$ cat src/sv/bbs_pkg.sv
// Shared widths, register indexes and reset values of the Blum Blum Shub bit generator.
`default_nettype none

package bbs_pkg;

    localparam int unsigned PRIME_W   = 16;
    localparam int unsigned SEED_W    = 32;
    localparam int unsigned STATE_W   = 32;
    localparam int unsigned CFG_IDX_W = 2;
    localparam int unsigned CFG_DAT_W = 32;
    localparam int unsigned MOD_BITS  = 32;

    localparam logic [CFG_IDX_W-1:0] REG_PRIME_P = 2'd0;
    localparam logic [CFG_IDX_W-1:0] REG_PRIME_Q = 2'd1;
    localparam logic [CFG_IDX_W-1:0] REG_SEED    = 2'd2;

    localparam logic [PRIME_W-1:0] PRIME_P_RESET = 16'd3;
    localparam logic [PRIME_W-1:0] PRIME_Q_RESET = 16'd7;
    localparam logic [SEED_W-1:0]  SEED_RESET    = 32'd2;

endpackage

`default_nettype wire

$ cat src/sv/bbs_if.sv
// Request and result channels of the Blum Blum Shub bit generator.
`default_nettype none

interface bbs_req_if;
    logic valid;
    logic ready;
    logic restart;

    modport source (output valid, output restart, input ready);
    modport sink   (input valid, input restart, output ready);
endinterface

interface bbs_bit_if;
    logic                        valid;
    logic                        ready;
    logic                        random_bit;
    logic [bbs_pkg::STATE_W-1:0] state_value;

    modport source (output valid, output random_bit, output state_value, input ready);
    modport sink   (input valid, input random_bit, input state_value, output ready);
endinterface

`default_nettype wire

$ cat src/sv/bbs_random_bit_generator.sv
// Blum Blum Shub bit generator with a bit-serial modular squaring datapath.
//
// Usage: write prime_p, prime_q and seed through the plain write port while the
// block is idle (index 0, 1, 2; other indexes are dropped). Each transfer on
// i_req asks for one bit; the result transfer on o_bit carries the new state
// and its least significant bit. The modulus is prime_p * prime_q cut to
// MOD_BITS bits and is sampled at the start of every request.
// Steps: sample the modulus, reduce the 32-bit operand mod n (one bit a
// cycle), square mod n (one multiplier bit a cycle), hand over the result.
// The first request after reset or one with restart set squares twice.
// The result register parts the channels: a new request is taken while the
// previous result still waits, and a finished result waits in the handover
// state while the receiver stalls; no request is taken until it is placed.
// Reset (synchronous, active low) restores the register reset values, clears
// the state to zero and marks the generator as not yet seeded.
`default_nettype none

module bbs_random_bit_generator #(
    parameter int unsigned MOD_BITS = bbs_pkg::MOD_BITS
) (
    input  wire                            i_clk,
    input  wire                            i_rst_n,
    bbs_req_if.sink                        i_req,
    bbs_bit_if.source                      o_bit,
    input  wire                            i_cfg_we,
    input  wire [bbs_pkg::CFG_IDX_W-1:0]   i_cfg_idx,
    input  wire [bbs_pkg::CFG_DAT_W-1:0]   i_cfg_data
);

    localparam int unsigned NW     = MOD_BITS;
    localparam int unsigned XW     = bbs_pkg::STATE_W;
    localparam int unsigned PW     = 2 * bbs_pkg::PRIME_W;
    localparam int unsigned CMAX   = (XW > NW) ? XW : NW;
    localparam int unsigned CW     = $clog2(CMAX);
    localparam logic [CW-1:0] RED_LAST = CW'(XW - 1);
    localparam logic [CW-1:0] SQR_LAST = CW'(NW - 1);

    typedef enum logic [2:0] {
        S_IDLE,
        S_PREP,
        S_RED,
        S_SQR,
        S_DONE
    } t_state;

    // configuration
    logic [bbs_pkg::PRIME_W-1:0] r_prime_p;
    logic [bbs_pkg::PRIME_W-1:0] r_prime_q;
    logic [bbs_pkg::SEED_W-1:0]  r_seed;

    // control
    t_state          r_state;
    logic            r_loaded;
    logic            r_two;
    logic            r_zero;
    logic [CW-1:0]   r_cnt;

    // datapath
    logic [NW-1:0]   r_n;
    logic [XW-1:0]   r_x;
    logic [NW-1:0]   r_rem;
    logic [NW-1:0]   r_y;
    logic [NW-1:0]   r_xd;
    logic [NW-1:0]   r_acc;
    logic [XW-1:0]   r_cv;

    // result register
    logic            r_out_valid;
    logic            r_out_bit;
    logic [XW-1:0]   r_out_state;

    logic [PW-1:0]   n_prod;
    logic [NW-1:0]   n_rem;
    logic [NW-1:0]   n_acc;
    logic [NW-1:0]   n_xd;
    logic            n_seed_path;

    // (a + b) mod n for a, b below n
    function automatic logic [NW-1:0] add_mod(
        input logic [NW-1:0] a,
        input logic [NW-1:0] b,
        input logic [NW-1:0] n
    );
        logic [NW:0] sum;
        sum = {1'b0, a} + {1'b0, b};
        if (sum >= {1'b0, n}) begin
            sum = sum - {1'b0, n};
        end
        return sum[NW-1:0];
    endfunction

    always_ff @(posedge i_clk) begin
        if (!i_rst_n) begin
            r_prime_p <= bbs_pkg::PRIME_P_RESET;
            r_prime_q <= bbs_pkg::PRIME_Q_RESET;
            r_seed    <= bbs_pkg::SEED_RESET;
        end else if (i_cfg_we) begin
            case (i_cfg_idx)
                bbs_pkg::REG_PRIME_P: r_prime_p <= i_cfg_data[bbs_pkg::PRIME_W-1:0];
                bbs_pkg::REG_PRIME_Q: r_prime_q <= i_cfg_data[bbs_pkg::PRIME_W-1:0];
                bbs_pkg::REG_SEED:    r_seed    <= i_cfg_data[bbs_pkg::SEED_W-1:0];
                default: ;
            endcase
        end
    end

    assign n_prod      = PW'(r_prime_p) * PW'(r_prime_q);
    assign n_seed_path = i_req.restart | ~r_loaded;

    // one restoring step of the reduction: shift in the next operand bit
    always_comb begin
        logic [NW:0] t;
        t = {r_rem, r_x[XW-1]};
        if (t >= {1'b0, r_n}) begin
            t = t - {1'b0, r_n};
        end
        n_rem = t[NW-1:0];
    end

    // one step of the LSB-first squaring: add the doubled operand, double it again
    assign n_acc = r_y[0] ? add_mod(r_acc, r_xd, r_n) : r_acc;
    assign n_xd  = add_mod(r_xd, r_xd, r_n);

    always_ff @(posedge i_clk) begin
        if (!i_rst_n) begin
            r_state     <= S_IDLE;
            r_loaded    <= 1'b0;
            r_two       <= 1'b0;
            r_zero      <= 1'b0;
            r_cnt       <= '0;
            r_cv        <= '0;
            r_out_valid <= 1'b0;
        end else begin
            // drop the result once the receiver has taken it
            if (r_out_valid && o_bit.ready && r_state != S_DONE) begin
                r_out_valid <= 1'b0;
            end
            case (r_state)
                S_IDLE: begin
                    if (i_req.valid) begin
                        r_two   <= n_seed_path;
                        r_x     <= n_seed_path ? r_seed : r_cv;
                        r_state <= S_PREP;
                    end
                end
                S_PREP: begin
                    r_n     <= NW'(n_prod);
                    r_zero  <= (NW'(n_prod) <= NW'(1));
                    r_rem   <= '0;
                    r_cnt   <= '0;
                    r_state <= S_RED;
                end
                S_RED: begin
                    r_rem <= n_rem;
                    r_x   <= {r_x[XW-2:0], 1'b0};
                    if (r_cnt == RED_LAST) begin
                        r_y     <= n_rem;
                        r_xd    <= n_rem;
                        r_acc   <= '0;
                        r_cnt   <= '0;
                        r_state <= S_SQR;
                    end else begin
                        r_cnt <= r_cnt + CW'(1);
                    end
                end
                S_SQR: begin
                    if (r_cnt != SQR_LAST) begin
                        r_acc <= n_acc;
                        r_xd  <= n_xd;
                        r_y   <= {1'b0, r_y[NW-1:1]};
                        r_cnt <= r_cnt + CW'(1);
                    end else if (r_two) begin
                        // seed squared is already below n: square it again
                        r_cnt <= '0;
                        r_two <= 1'b0;
                        r_y   <= n_acc;
                        r_xd  <= n_acc;
                        r_acc <= '0;
                    end else begin
                        r_cnt    <= '0;
                        r_cv     <= r_zero ? '0 : XW'(n_acc);
                        r_loaded <= 1'b1;
                        r_state  <= S_DONE;
                    end
                end
                S_DONE: begin
                    // hold until the result register is free
                    if (!r_out_valid || o_bit.ready) begin
                        r_out_valid <= 1'b1;
                        r_out_bit   <= r_cv[0];
                        r_out_state <= r_cv;
                        r_state     <= S_IDLE;
                    end
                end
                default: r_state <= S_IDLE;
            endcase
        end
    end

    assign i_req.ready       = (r_state == S_IDLE);
    assign o_bit.valid       = r_out_valid;
    assign o_bit.random_bit  = r_out_bit;
    assign o_bit.state_value = r_out_state;

    // a fresh result only ever comes from the handover state
    a_result_from_done: assert property (@(posedge i_clk) disable iff (!i_rst_n)
        $rose(o_bit.valid) |-> $past(r_state == S_DONE))
        else $error("result appeared outside the handover state");

    // the bit is the low bit of the state it is sent with
    a_bit_matches_state: assert property (@(posedge i_clk) disable iff (!i_rst_n)
        o_bit.valid |-> (o_bit.random_bit == o_bit.state_value[0]))
        else $error("random bit differs from state lsb");

    // partial products stay reduced below a usable modulus
    a_acc_reduced: assert property (@(posedge i_clk) disable iff (!i_rst_n)
        (r_state == S_SQR && !r_zero) |-> (r_acc < r_n && r_xd < r_n))
        else $error("squaring operand escaped the modulus");

    // an accepted request always starts by sampling the modulus
    a_accept_to_prep: assert property (@(posedge i_clk) disable iff (!i_rst_n)
        (i_req.valid && i_req.ready) |=> (r_state == S_PREP))
        else $error("accepted request did not start");

endmodule

`default_nettype wire
$ cat src/flat_wrapper.sv
// flat-port wrapper written by rule: the top's interface ports become plain ports
module bbs_random_bit_generator_flat 
#(
    parameter int unsigned MOD_BITS = bbs_pkg::MOD_BITS
)
  (i_clk, i_rst_n, i_cfg_we, i_cfg_idx, i_cfg_data, i_req_valid, i_req_restart, i_req_ready, o_bit_valid, o_bit_random_bit, o_bit_state_value, o_bit_ready);
  bbs_req_if i_req_i ();
  bbs_bit_if o_bit_i ();
  input  wire i_clk;
  input  wire i_rst_n;
  input  wire i_cfg_we;
  input  wire [bbs_pkg::CFG_IDX_W-1:0] i_cfg_idx;
  input  wire [bbs_pkg::CFG_DAT_W-1:0] i_cfg_data;
  input wire logic [$bits(i_req_i.valid)-1:0] i_req_valid;
  input wire logic [$bits(i_req_i.restart)-1:0] i_req_restart;
  output wire logic [$bits(i_req_i.ready)-1:0] i_req_ready;
  output wire logic [$bits(o_bit_i.valid)-1:0] o_bit_valid;
  output wire logic [$bits(o_bit_i.random_bit)-1:0] o_bit_random_bit;
  output wire logic [$bits(o_bit_i.state_value)-1:0] o_bit_state_value;
  input wire logic [$bits(o_bit_i.ready)-1:0] o_bit_ready;
  assign i_req_i.valid = i_req_valid;
  assign i_req_i.restart = i_req_restart;
  assign i_req_ready = i_req_i.ready;
  assign o_bit_valid = o_bit_i.valid;
  assign o_bit_random_bit = o_bit_i.random_bit;
  assign o_bit_state_value = o_bit_i.state_value;
  assign o_bit_i.ready = o_bit_ready;
  bbs_random_bit_generator #(.MOD_BITS(MOD_BITS)) u_core (.i_clk(i_clk), .i_rst_n(i_rst_n), .i_req(i_req_i), .o_bit(o_bit_i), .i_cfg_we(i_cfg_we), .i_cfg_idx(i_cfg_idx), .i_cfg_data(i_cfg_data));
endmodule
$ cat config.mk
export PLATFORM = sky130hd
export DESIGN_NAME = bbs_random_bit_generator_flat
export DESIGN_NICKNAME = d
export VERILOG_FILES = /design/src/sv/bbs_pkg.sv /design/src/sv/bbs_if.sv /design/src/sv/bbs_random_bit_generator.sv /design/src/flat_wrapper.sv
export SDC_FILE = /design/constraint.sdc
export NUM_CORES = 1
export LEC_CHECK = 0
export ABC_AREA = 1
export BUFFER_PORTS_ARGS = -buffer_cell sky130_fd_sc_hd__buf_2
export CAP_MARGIN = 40
export CORE_MARGIN = 3
export CORE_UTILIZATION = 49
export DETAILED_ROUTE_END_ITERATION = 10
export SKIP_LAST_GASP = 1
export SLEW_MARGIN = 10
export SYNTH_ARGS = -nofsm -noshare
export SYNTH_HDL_FRONTEND = slang
export SYNTH_SLANG_ARGS = --single-unit
$ cat constraint.sdc
create_clock -name i_clk -period 9.15 [get_ports i_clk]
set_input_delay 0.915 -clock i_clk [delete_from_list [all_inputs] [get_ports i_clk]]
set_output_delay 0.915 -clock i_clk [all_outputs]
set_load 0.005 [all_outputs]
* Word-level counts from Yosys, hierarchy flattened *
Index checks and enable logic that the tools add are counted.

cells by class
  multiply operators = 1
  reductions and logical operators = 22
  mux-type cells = 34
  magnitude comparators = 4
  bitwise gates (word level) = 4
  equality and inequality tests = 15
  $add $sub $neg = 6

operators by type and width
  kind                                                                     number
  32-bit two-way mux                                                       14
  32-bit case mux with 2 select lines                                      5
  33-bit by 32-bit >= comparator with 1-bit output                         3
  32-bit subtractor                                                        3
  32-bit by 32-bit adder with 33-bit output                                2
  32-bit by 1-bit <= comparator with 1-bit output, second input constant   1
  16-bit by 16-bit multiplier with 32-bit output                           1
  3-bit two-way mux                                                        5
  3-bit case mux with 5 select lines                                       1
  5-bit case mux with 3 select lines                                       1
  3-bit AND reduction                                                      4
  5-bit two-way mux                                                        2
  2-bit AND reduction                                                      5
  2-bit nonzero test                                                       4
  3-bit by 2-bit == test with 1-bit output, second input constant          2
  2-bit inequality test, second input constant                             3
  5-bit by 1-bit adder with 5-bit output, second input constant            1
  5-bit == test, second input constant                                     1
  1-bit two-way mux                                                        5
  5-bit inequality test, second input constant                             1
  5-bit AND reduction                                                      1
  2-bit by 1-bit inequality test with 1-bit output, second input constant  2
  4-bit AND reduction                                                      1
  3-bit by 1-bit == test with 1-bit output, second input constant          1
  14 further kinds                                                         17

word-level totals
  output and inout port bits = 35
  flip-flop bits (word level) = 333
  word-level logic and storage cells = 104
  bits of input ports = 40

* Logic depth before layout (Yosys ltp) *
Gate-level depths: netlist (run 1).

  depth after elaboration = 7
  depth in mapped cells = 32
  gate-level depth less buffers = 30

* Worst setup path after synthesis (run 1) *
OpenSTA, ideal clock, no wires.

  path type = register to register
  start point = reg u_core.r_cnt[0]
  end point = reg u_core.r_acc[0] (enable)
  cell stages (with the launch flop) = 13
  setup slack = 2.353 ns
  clock period less this slack = 6.797 ns
  arrival time = 6.214 ns
  buffers on the path = 1
  required time = 8.568 ns
  setup time = 0.582 ns
  cells stage by stage = dfxtp_1 > ha_1 > nand2_1 > nor2_1 > ha_1 > inv_1 > nor2_2 > inv_2 > nor2_2 > inv_2 > clkbuf_1 > nand3_1 > a21oi_1

between the ends
  cells in the longest elaborated chain, start to end = 3
  elaborated cells between the ends (all ways) = 5
  those cells by class = eq/ne: 4; reduce/logical: 1

ends and longest elaborated chain
  item                                                                                                                                   RTL line                                                          RTL
  from (decl)                                                                                                                            bbs_random_bit_generator.sv:56                                    logic [CW-1:0] r_cnt;
  from (signal assigned)                                                                                                                 bbs_random_bit_generator.sv:163                                   r_cnt <= r_cnt + CW'(1);
  from (signal assigned)                                                                                                                 bbs_random_bit_generator.sv:171                                   r_cnt <= r_cnt + CW'(1);
  5-bit inequality test / 5-bit == test (equally long branches)                                                                          bbs_random_bit_generator.sv:167, bbs_random_bit_generator.sv:156
  3-bit by 1-bit inequality test with 1-bit output (no line) / 2-bit by 1-bit inequality test with 1-bit output (equally long branches)  --
  4-bit AND reduction (no line) (*)                                                                                                      --
  to (signal assigned)                                                                                                                   bbs_random_bit_generator.sv:168                                   r_acc <= n_acc;
  to (decl)                                                                                                                              bbs_random_bit_generator.sv:64                                    logic [NW-1:0] r_acc;

Every way passes the cells marked *; elsewhere a longest branch is shown, timed or not.
A chain may end at the register's enable or synchronous reset.

* Final worst setup path (run 1) *
  start point = reg u_core.r_prime_p[5] (netlist bit)
  end point = reg u_core.r_zero

between the ends
  cells in the longest elaborated chain, start to end = 2

ends and longest elaborated chain
  item                                             RTL line                         RTL
  from (decl)                                      bbs_random_bit_generator.sv:47   logic [bbs_pkg::PRIME_W-1:0] r_prime_p;
  from (signal assigned)                           bbs_random_bit_generator.sv:94   r_prime_p <= bbs_pkg::PRIME_P_RESET;
  from (signal assigned)                           bbs_random_bit_generator.sv:99   bbs_pkg::REG_PRIME_P: r_prime_p <= i_cfg_data[bbs_pkg::PRIME_W-1:0];
  16-bit by 16-bit multiplier with 32-bit output   bbs_random_bit_generator.sv:107  assign n_prod = PW'(r_prime_p) * PW'(r_prime_q);
  net u_core.n_prod[23]                            bbs_random_bit_generator.sv:72   logic [PW-1:0] n_prod;
  32-bit by 1-bit <= comparator with 1-bit output  bbs_random_bit_generator.sv:148  r_zero <= (NW'(n_prod) <= NW'(1));
  to (signal assigned)                             bbs_random_bit_generator.sv:148
  to (decl)                                        bbs_random_bit_generator.sv:55   logic r_zero;

The timed path passes the listed nets, and every way through them passes these cells.

==> results.txt, run 1 <==
Critical path capture point type - flop
RD Place Congestion - 0.995
Final max-slew violation count - 0
Root Buffer - clkbuf_16
Cells after Synth - 4,505
Worst path required time - 9.57 ns
DP Cell Count - 5,304
Crit-path cells - nand2_1, fa_1, inv_1, fa_1, inv_1, fa_1, inv_1, fa_1, fa_1, inv_1, fa_1, inv_1, ha_1, nand2_1, nor2_1, nand3_1, nand3_1, nand2_1, o21ai_0, xor2_1, nor2_1, nand4_1, a21oi_1
Via count of the first global-routing pass - 27,500
Routed length per instance - 18.9 um
CTS tree - done
Largest net degree at the start of global routing - 86
Post-DP HPWL - 82,600 um
CP most frequent cell - fa_1
Commonest register cell after synthesis - edfxtp_1
Core Region - 64,800 um^2
Status - finished clean
Fin crit share - 69.1%
Post-CTS sizing - 0
Synth Area in XOR/XNOR - 2.45%
Area leader, netlist - edfxtp_1
Hold/Removal Path Class - flop to flop
Max Fanout on Critical Path - 17
Startpoint Class - flop
Rows - 93
Mapped cell area - 32,200 um^2
Clock Pin Slew Worst Setup and Hold Paths - 0.06 ns
Initial antenna violation count - 4
Ys Warns - 0
Leakage - 17.4 nW
Cell Count, Final, Fillers Out - 5,380
H-tree levels - 2
GRT Resource Usage Total - 29.1%
Share of post-route cells with drive strength above 1 - 5.73%
Final antenna-violating net count - 0
Post-synthesis compound-gate area fraction - 9.53%
1st-pass router iterations - 6
Via count - 29,000
First-pass GRT wire length - 158,000 um
Max-cap violation count - 0
Grt total ovfl - 0
Fmax achieved - 0.158 GHz
Die Y - 262 um
Clock Latency Late Sink - 0.58 ns
Die area - 68,900 um^2
Number of flops mapped to enable cells by yosys - 224
Crit. Startpoint - u_core.r_prime_p[5]
Area delta synth->final - 7.87%
Max clock buf depth - 3
VDD IR-drop max - 0.000124 V
Remaining DRCs - 0
Post-CTS setup buffers - 0
Setup Skew - 0.0270 ns
WS Path Type - flop to flop
Initial DRC count - 2,551
Num CTS Buffers - 40
CP peak stage delay - 0.83 ns
Final nets - 4,963
RR Startpoint - u_core.r_prime_p[5]
Synth cell types - 56
Area contributors post-synth - edfxtp_1 (21%), nand2_1 (16%), fa_1 (12%), ha_1 (9.1%), inv_1 (9.1%)
# fillers - 6,566
Main combinational cell family by area after synthesis - simple AND/OR/NAND/NOR gates
Finished Cell Area - 34,800 um^2
Pwr per Cell Area - 270 nW/um^2
Worst slew pin tran - 0.859 ns
CTS Sinks - 332
Dpl cell area - 33,300 um^2
Mapped Nets - 4,977
Final setup vio count - 0
Vias per inst - 5.39
Post-Synth Adder-Cell Area - 21.4%
Cts hold-fix bufs - 0
Syn Area/Cell - 7.16 um^2
Post-synthesis sequential area ratio - 27.6%
Die X - 262 um
Post-Synth Simple-Gate Area - 27.7%
Synth top area share - 20.9%
I/O Buffers - 74
Slowest cell on crit path - dfxtp_1
Max-slew headroom - 42.6%
Setup_tns - 0 ns
Register bit total from synthesis - 332
Initial core utilization - 49.7%
Min-delay src - u_core.r_cnt[3]
RSZ-0062 raised after global routing - no
Min Tclk post-route - 6.32 ns
Post-synthesis async set-or-reset flop share - 0%
CP arrival - 6.75 ns
Mux contribution to synthesized area - 0%
DRT Wirelength - 101,000 um
Final hold violations - 0
IO Count - 75
[stage by stage]
step	setup slack, ns	hold WS [ns]	power (mW)	util (%)
floorplan	2.35	0.431	6.00	-
global placement	2.79	0.443	7.54	51.2
detailed placement	2.85	0.442	7.58	51.4
CTS	2.83	0.459	9.34	53.6
global route	2.42	0.485	10.1	53.6
finish	2.83	0.466	9.39	53.7
[metal layers]
metal | track usage (%) | wire, um | vias to the layer above
li1 | - | - | 14200
met1 | 41.5 | 45900 | 13700
met2 | 45.2 | 44700 | 937
met5 | 0 | 51 | -
met3 | 4.77 | 7260 | 179
met4 | 9.27 | 3520 | 8
[where the power goes]
group	total (mW)	switching, mW	leakage (nW)	internal, mW
clock	1.74	0.685	0.707	1.05
combinational	5.46	3.75	13.7	1.70
sequential	2.20	0.192	2.97	2.01
total	9.39	4.63	17.4	4.76
[area by class of cell]
class | instances | area, um^2 | share of cell area (%)
inverter | 794 | 2980 | 8.57
sequential | 332 | 8890 | 25.6
antenna | 2 | 5.00 | 0.0144
clock buffer | 47 | 1080 | 3.10
timing repair buffer | 101 | 658 | 1.89
clock inverter | 27 | 368 | 1.06
tap | 855 | 1070 | 3.08
multi-input combinational | 3222 | 19700 | 56.7
[final timing paths]
kind / endpoint / slack (ns) / cells past startpoint
setup / recovery: u_core.r_zero / 2.83 / 23
hold / removal: u_core.r_cnt[3] / 0.47 / 2
setup reg to reg: u_core.r_zero / 2.83 / 23
hold reg to reg: u_core.r_cnt[3] / 0.47 / 2
[flip-flops by register name (all words and copies together), names as in the netlist, 16 cells and up]
| register | cells |
|---|---|
| u_core.r_xd | 32 |
| u_core.r_rem | 32 |
| u_core.r_seed | 32 |
| u_core.r_n | 32 |
| u_core.r_x | 32 |
| u_core.r_prime_p | 16 |
| u_core.r_cv | 32 |
| u_core.r_prime_q | 16 |
| u_core.r_acc | 32 |
| u_core.o_bit.state_value | 32 |
| u_core.r_y | 32 |
[synth_stat cells (32+ instances only)]
cell type     n
nor3_1       32
nand3_1     263
fa_1        198
inv_1       779
xor2_1       44
dfxtp_1     108
ha_1        234
nor2_1      341
a21oi_1     268
a31oi_1      41
xnor2_1      46
o21ai_0     150
clkbuf_1    121
edfxtp_1    224
nand2_1    1371
[critical path, delay by kind of cell, from the launching register on]
family | cells | cell delay, ns
DFF | 1 | 0.83
adders and majority gates | 7 | 3.47
buffers and inverters | 5 | 0.25
xor gates and xnor gates | 1 | 0.21
AOI/OAI and AO/OA | 2 | 0.28
and+or+nand+nor | 8 | 1.10
[kinds of logic (layout without fill, tap and decap cells)]
group / after synthesis / after routing
other cells: 0 / 2
compound gates: 553 / 553
simple gates: 2147 / 2147
flops: 332 / 332
xor+xnor: 90 / 90
fa+ha+maj: 432 / 432
buf+inv: 951 / 969
[placed cells by master, fill, tap and decap left out, types with 6 or more instances in the layout]
cell type  count
a21o_1        14
a21oi_1      267
a21oi_2        6
a31oi_1       41
buf_2         74
buf_4         21
bufinv_16      7
clkbuf_16     40
clkinv_1       7
dfxtp_1      108
edfxtp_1     224
fa_1         198
ha_1         234
inv_1        778
inv_2         16
nand2_1     1371
nand2_2       16
nand3_1      263
nand3_2       13
nand3b_1      23
nand4_1       27
nor2_1       336
nor2_2        11
nor3_1        31
nor4_1        13
o211ai_1      28
o21ai_0      150
o21ai_1        7
o21bai_1      15
or2_1         13
or2_2         11
xnor2_1       46
xor2_1        44
Note: power is estimated with default switching activity, not from simulation.
==> run 2, diff against run 1 <==
--- a/config.mk
+++ b/config.mk
@@ -11,6 +11,7 @@
 export CORE_MARGIN = 3
 export CORE_UTILIZATION = 49
 export DETAILED_ROUTE_END_ITERATION = 10
+export PLACE_DENSITY = 0.67
 export SKIP_LAST_GASP = 1
 export SLEW_MARGIN = 10
 export SYNTH_ARGS = -nofsm -noshare
==> constraint.sdc (replaced) <==
create_clock -name i_clk -period 5.75 [get_ports i_clk]
set_input_delay 0.575 -clock i_clk [delete_from_list [all_inputs] [get_ports i_clk]]
set_output_delay 0.575 -clock i_clk [all_outputs]
set_load 0.005 [all_outputs]
==> run 2 against run 1 <==
- total power grew 59%
- die area stayed put
- sequential power is 57% higher
- maximum frequency increased by 14%
- critical path depth up 2
- cell count is 2.2% higher
- utilization up 2.4 points
- largest cell class unchanged
- clock power up 48%
- routed wire length down 1.9%
- clock skew decreased by 0.017 ns
- sequential share of layout area decreased by 0.92 points
==> results.txt, run 2 (synthesis gave the netlist of run 1 again) <==
Post-DP HPWL - 80,600 um
Worst slew pin tran - 0.838 ns
Num CTS Buffers - 39
Fin crit share - 96.8%
First-pass GRT wire length - 154,000 um
Status - finished clean
CTS Sinks - 332
Via count - 29,500
1st-pass router iterations - 6
Pwr per Cell Area - 411 nW/um^2
IO Count - 75
Commonest non-fill, non-tap cell in the layout - nand2_1
GRT Resource Usage Total - 27.9%
Grt total ovfl - 0
Clock Pin Slew Worst Setup and Hold Paths - 0.06 ns
Root Buffer - clkbuf_16
Max-cap violation count - 0
Crit. Startpoint - u_core.r_prime_p[5]
Max clock buf depth - 3
Die Y - 262 um
Largest net degree at the start of global routing - 68
I/O Buffers - 74
VDD IR-drop max - 0.000246 V
Setup_tns - 0 ns
Area delta synth->final - 12.8%
Routed length per instance - 18.1 um
Leakage - 18.0 nW
Commonest non-fill, non-tap cells in the layout - nand2_1 (1,332), inv_1 (757), nor2_1 (318)
R2R Setup Slk - 0.18 ns
RSZ-0062 raised after global routing - yes
Min Tclk post-route - 5.57 ns
Max Fanout on Critical Path - 7
Remaining DRCs - 0
Hold/Removal Path Class - input pin to flop
Sequential share of power - 23.1%
Final nets - 5,086
Vias per inst - 5.36
Clock power share - 17.2%
Psw - 7.33 mW
Hold Slack - 0.258 ns
Initial core utilization - 49.7%
Final antenna-violating net count - 0
Startpoint Class - flop
Die area - 68,900 um^2
Share of post-route cells with drive strength above 1 - 11.4%
RR Startpoint - u_core.r_prime_p[5]
Critical path capture point type - flop
Final core utilization - 56.1%
H-tree levels - 2
Max-slew headroom - 44.1%
Cell Count, Final, Fillers Out - 5,500
Net Sw Frac - 49.0%
Final max-slew violation count - 0
DRT Wirelength - 99,500 um
Core Region - 64,800 um^2
Via count of the first global-routing pass - 28,200
Rows - 93
Clock Latency Late Sink - 0.57 ns
Final setup vio count - 0
DP Cell Count - 5,399
CP arrival - 6.06 ns
CTS tree - done
Final hold violations - 0
Pint - 7.63 mW
Cts hold-fix bufs - 0
Worst path required time - 6.24 ns
RD Place Congestion - 1.03
Initial antenna violation count - 1
Min-delay src - i_cfg_data[20]
Ant. Diodes - 0
Initial DRC count - 2,427
Logic pwr share - 59.7%
WS Path Type - flop to flop
Fmax achieved - 0.180 GHz
Die X - 262 um
Setup Skew - 0.0105 ns
run 2: changes by cell type in the layout (fill, tap and decap cells not counted), moves of 20 or more:
| cell | previous run | this run |
|---|---|---|
| buf_4 | 21 | 128 |
| nand2_1 | 1371 | 1332 |
| nand2_2 | 16 | 47 |
| dfxtp_1 | 108 | 80 |
| inv_2 | 16 | 36 |
| inv_1 | 778 | 757 |
run 2: repair_timing:
action | 4_1_cts | 5_1_grt
pin swaps | 0 | 99
resized for setup | 21 | 189
setup endpoints to repair | 7 | 15
buffers inserted | 0 | 28
gates cloned | 0 | 1
run 2: routing by layer:
metal	GRT usage (%)	routed length, um	vias to the layer above
li1	-	-	14500
met1	37.7	42400	14100
met2	47.4	48200	827
met3	2.39	5490	145
met4	9.27	3480	0
met5	0	0	-
run 2: final timing paths:
path,end,cells after the start
max,u_core.r_zero,25
min,u_core.r_seed[20],3
max reg2reg,u_core.r_zero,25
min reg2reg,u_core.r_seed[25],2
run 2: stage by stage:
step / setup slack, ns / power, mW / cell area, um^2
after floorplan: 0.0898 / 9.53 / 32200
after global routing: -0.0940 / 16.1 / 36400
after CTS: 0.00221 / 14.7 / 35500
final: 0.184 / 15.0 / 36400
after detailed placement: -0.181 / 12.1 / 34100
after global placement: -0.111 / 12.0 / 34000
run 2: power by group through the flow:
stage,Sequential (mW),Combinational [mW],Clock [mW]
after detailed placement,3.49,8.57,0
after CTS,3.44,8.63,2.62
final,3.45,8.93,2.57
after global placement,3.48,8.49,0
after global routing,3.48,9.89,2.70
after floorplan,3.38,6.15,0
run 2: critical path, stage by stage (launching register included):
cell     delay, ns
dfxtp_4       0.38
buf_4         0.16
nand2_1       0.09
fa_1          0.52
inv_1         0.05
fa_1          0.48
fa_1          0.60
fa_1          0.45
fa_1          0.54
inv_1         0.05
fa_1          0.52
inv_1         0.06
ha_4          0.26
nand2_1       0.08
nand2_2       0.08
inv_1         0.07
nand2_2       0.07
a21oi_2       0.16
nor2_1        0.05
nor2_1        0.15
o21ai_1       0.10
nand2_1       0.08
nand3_1       0.08
nor2_1        0.13
nand4_1       0.12
a21oi_2       0.14
run 2: final cells by class:
type	count	area, um^2
Fill cell	6260	28500
Multi-Input combinational cell	3222	20300
Sequential cell	332	8960
Inverter	794	2980
Timing Repair Buffer	225	1730
Tap cell	855	1070
Clock buffer	47	1030
Clock inverter	25	292
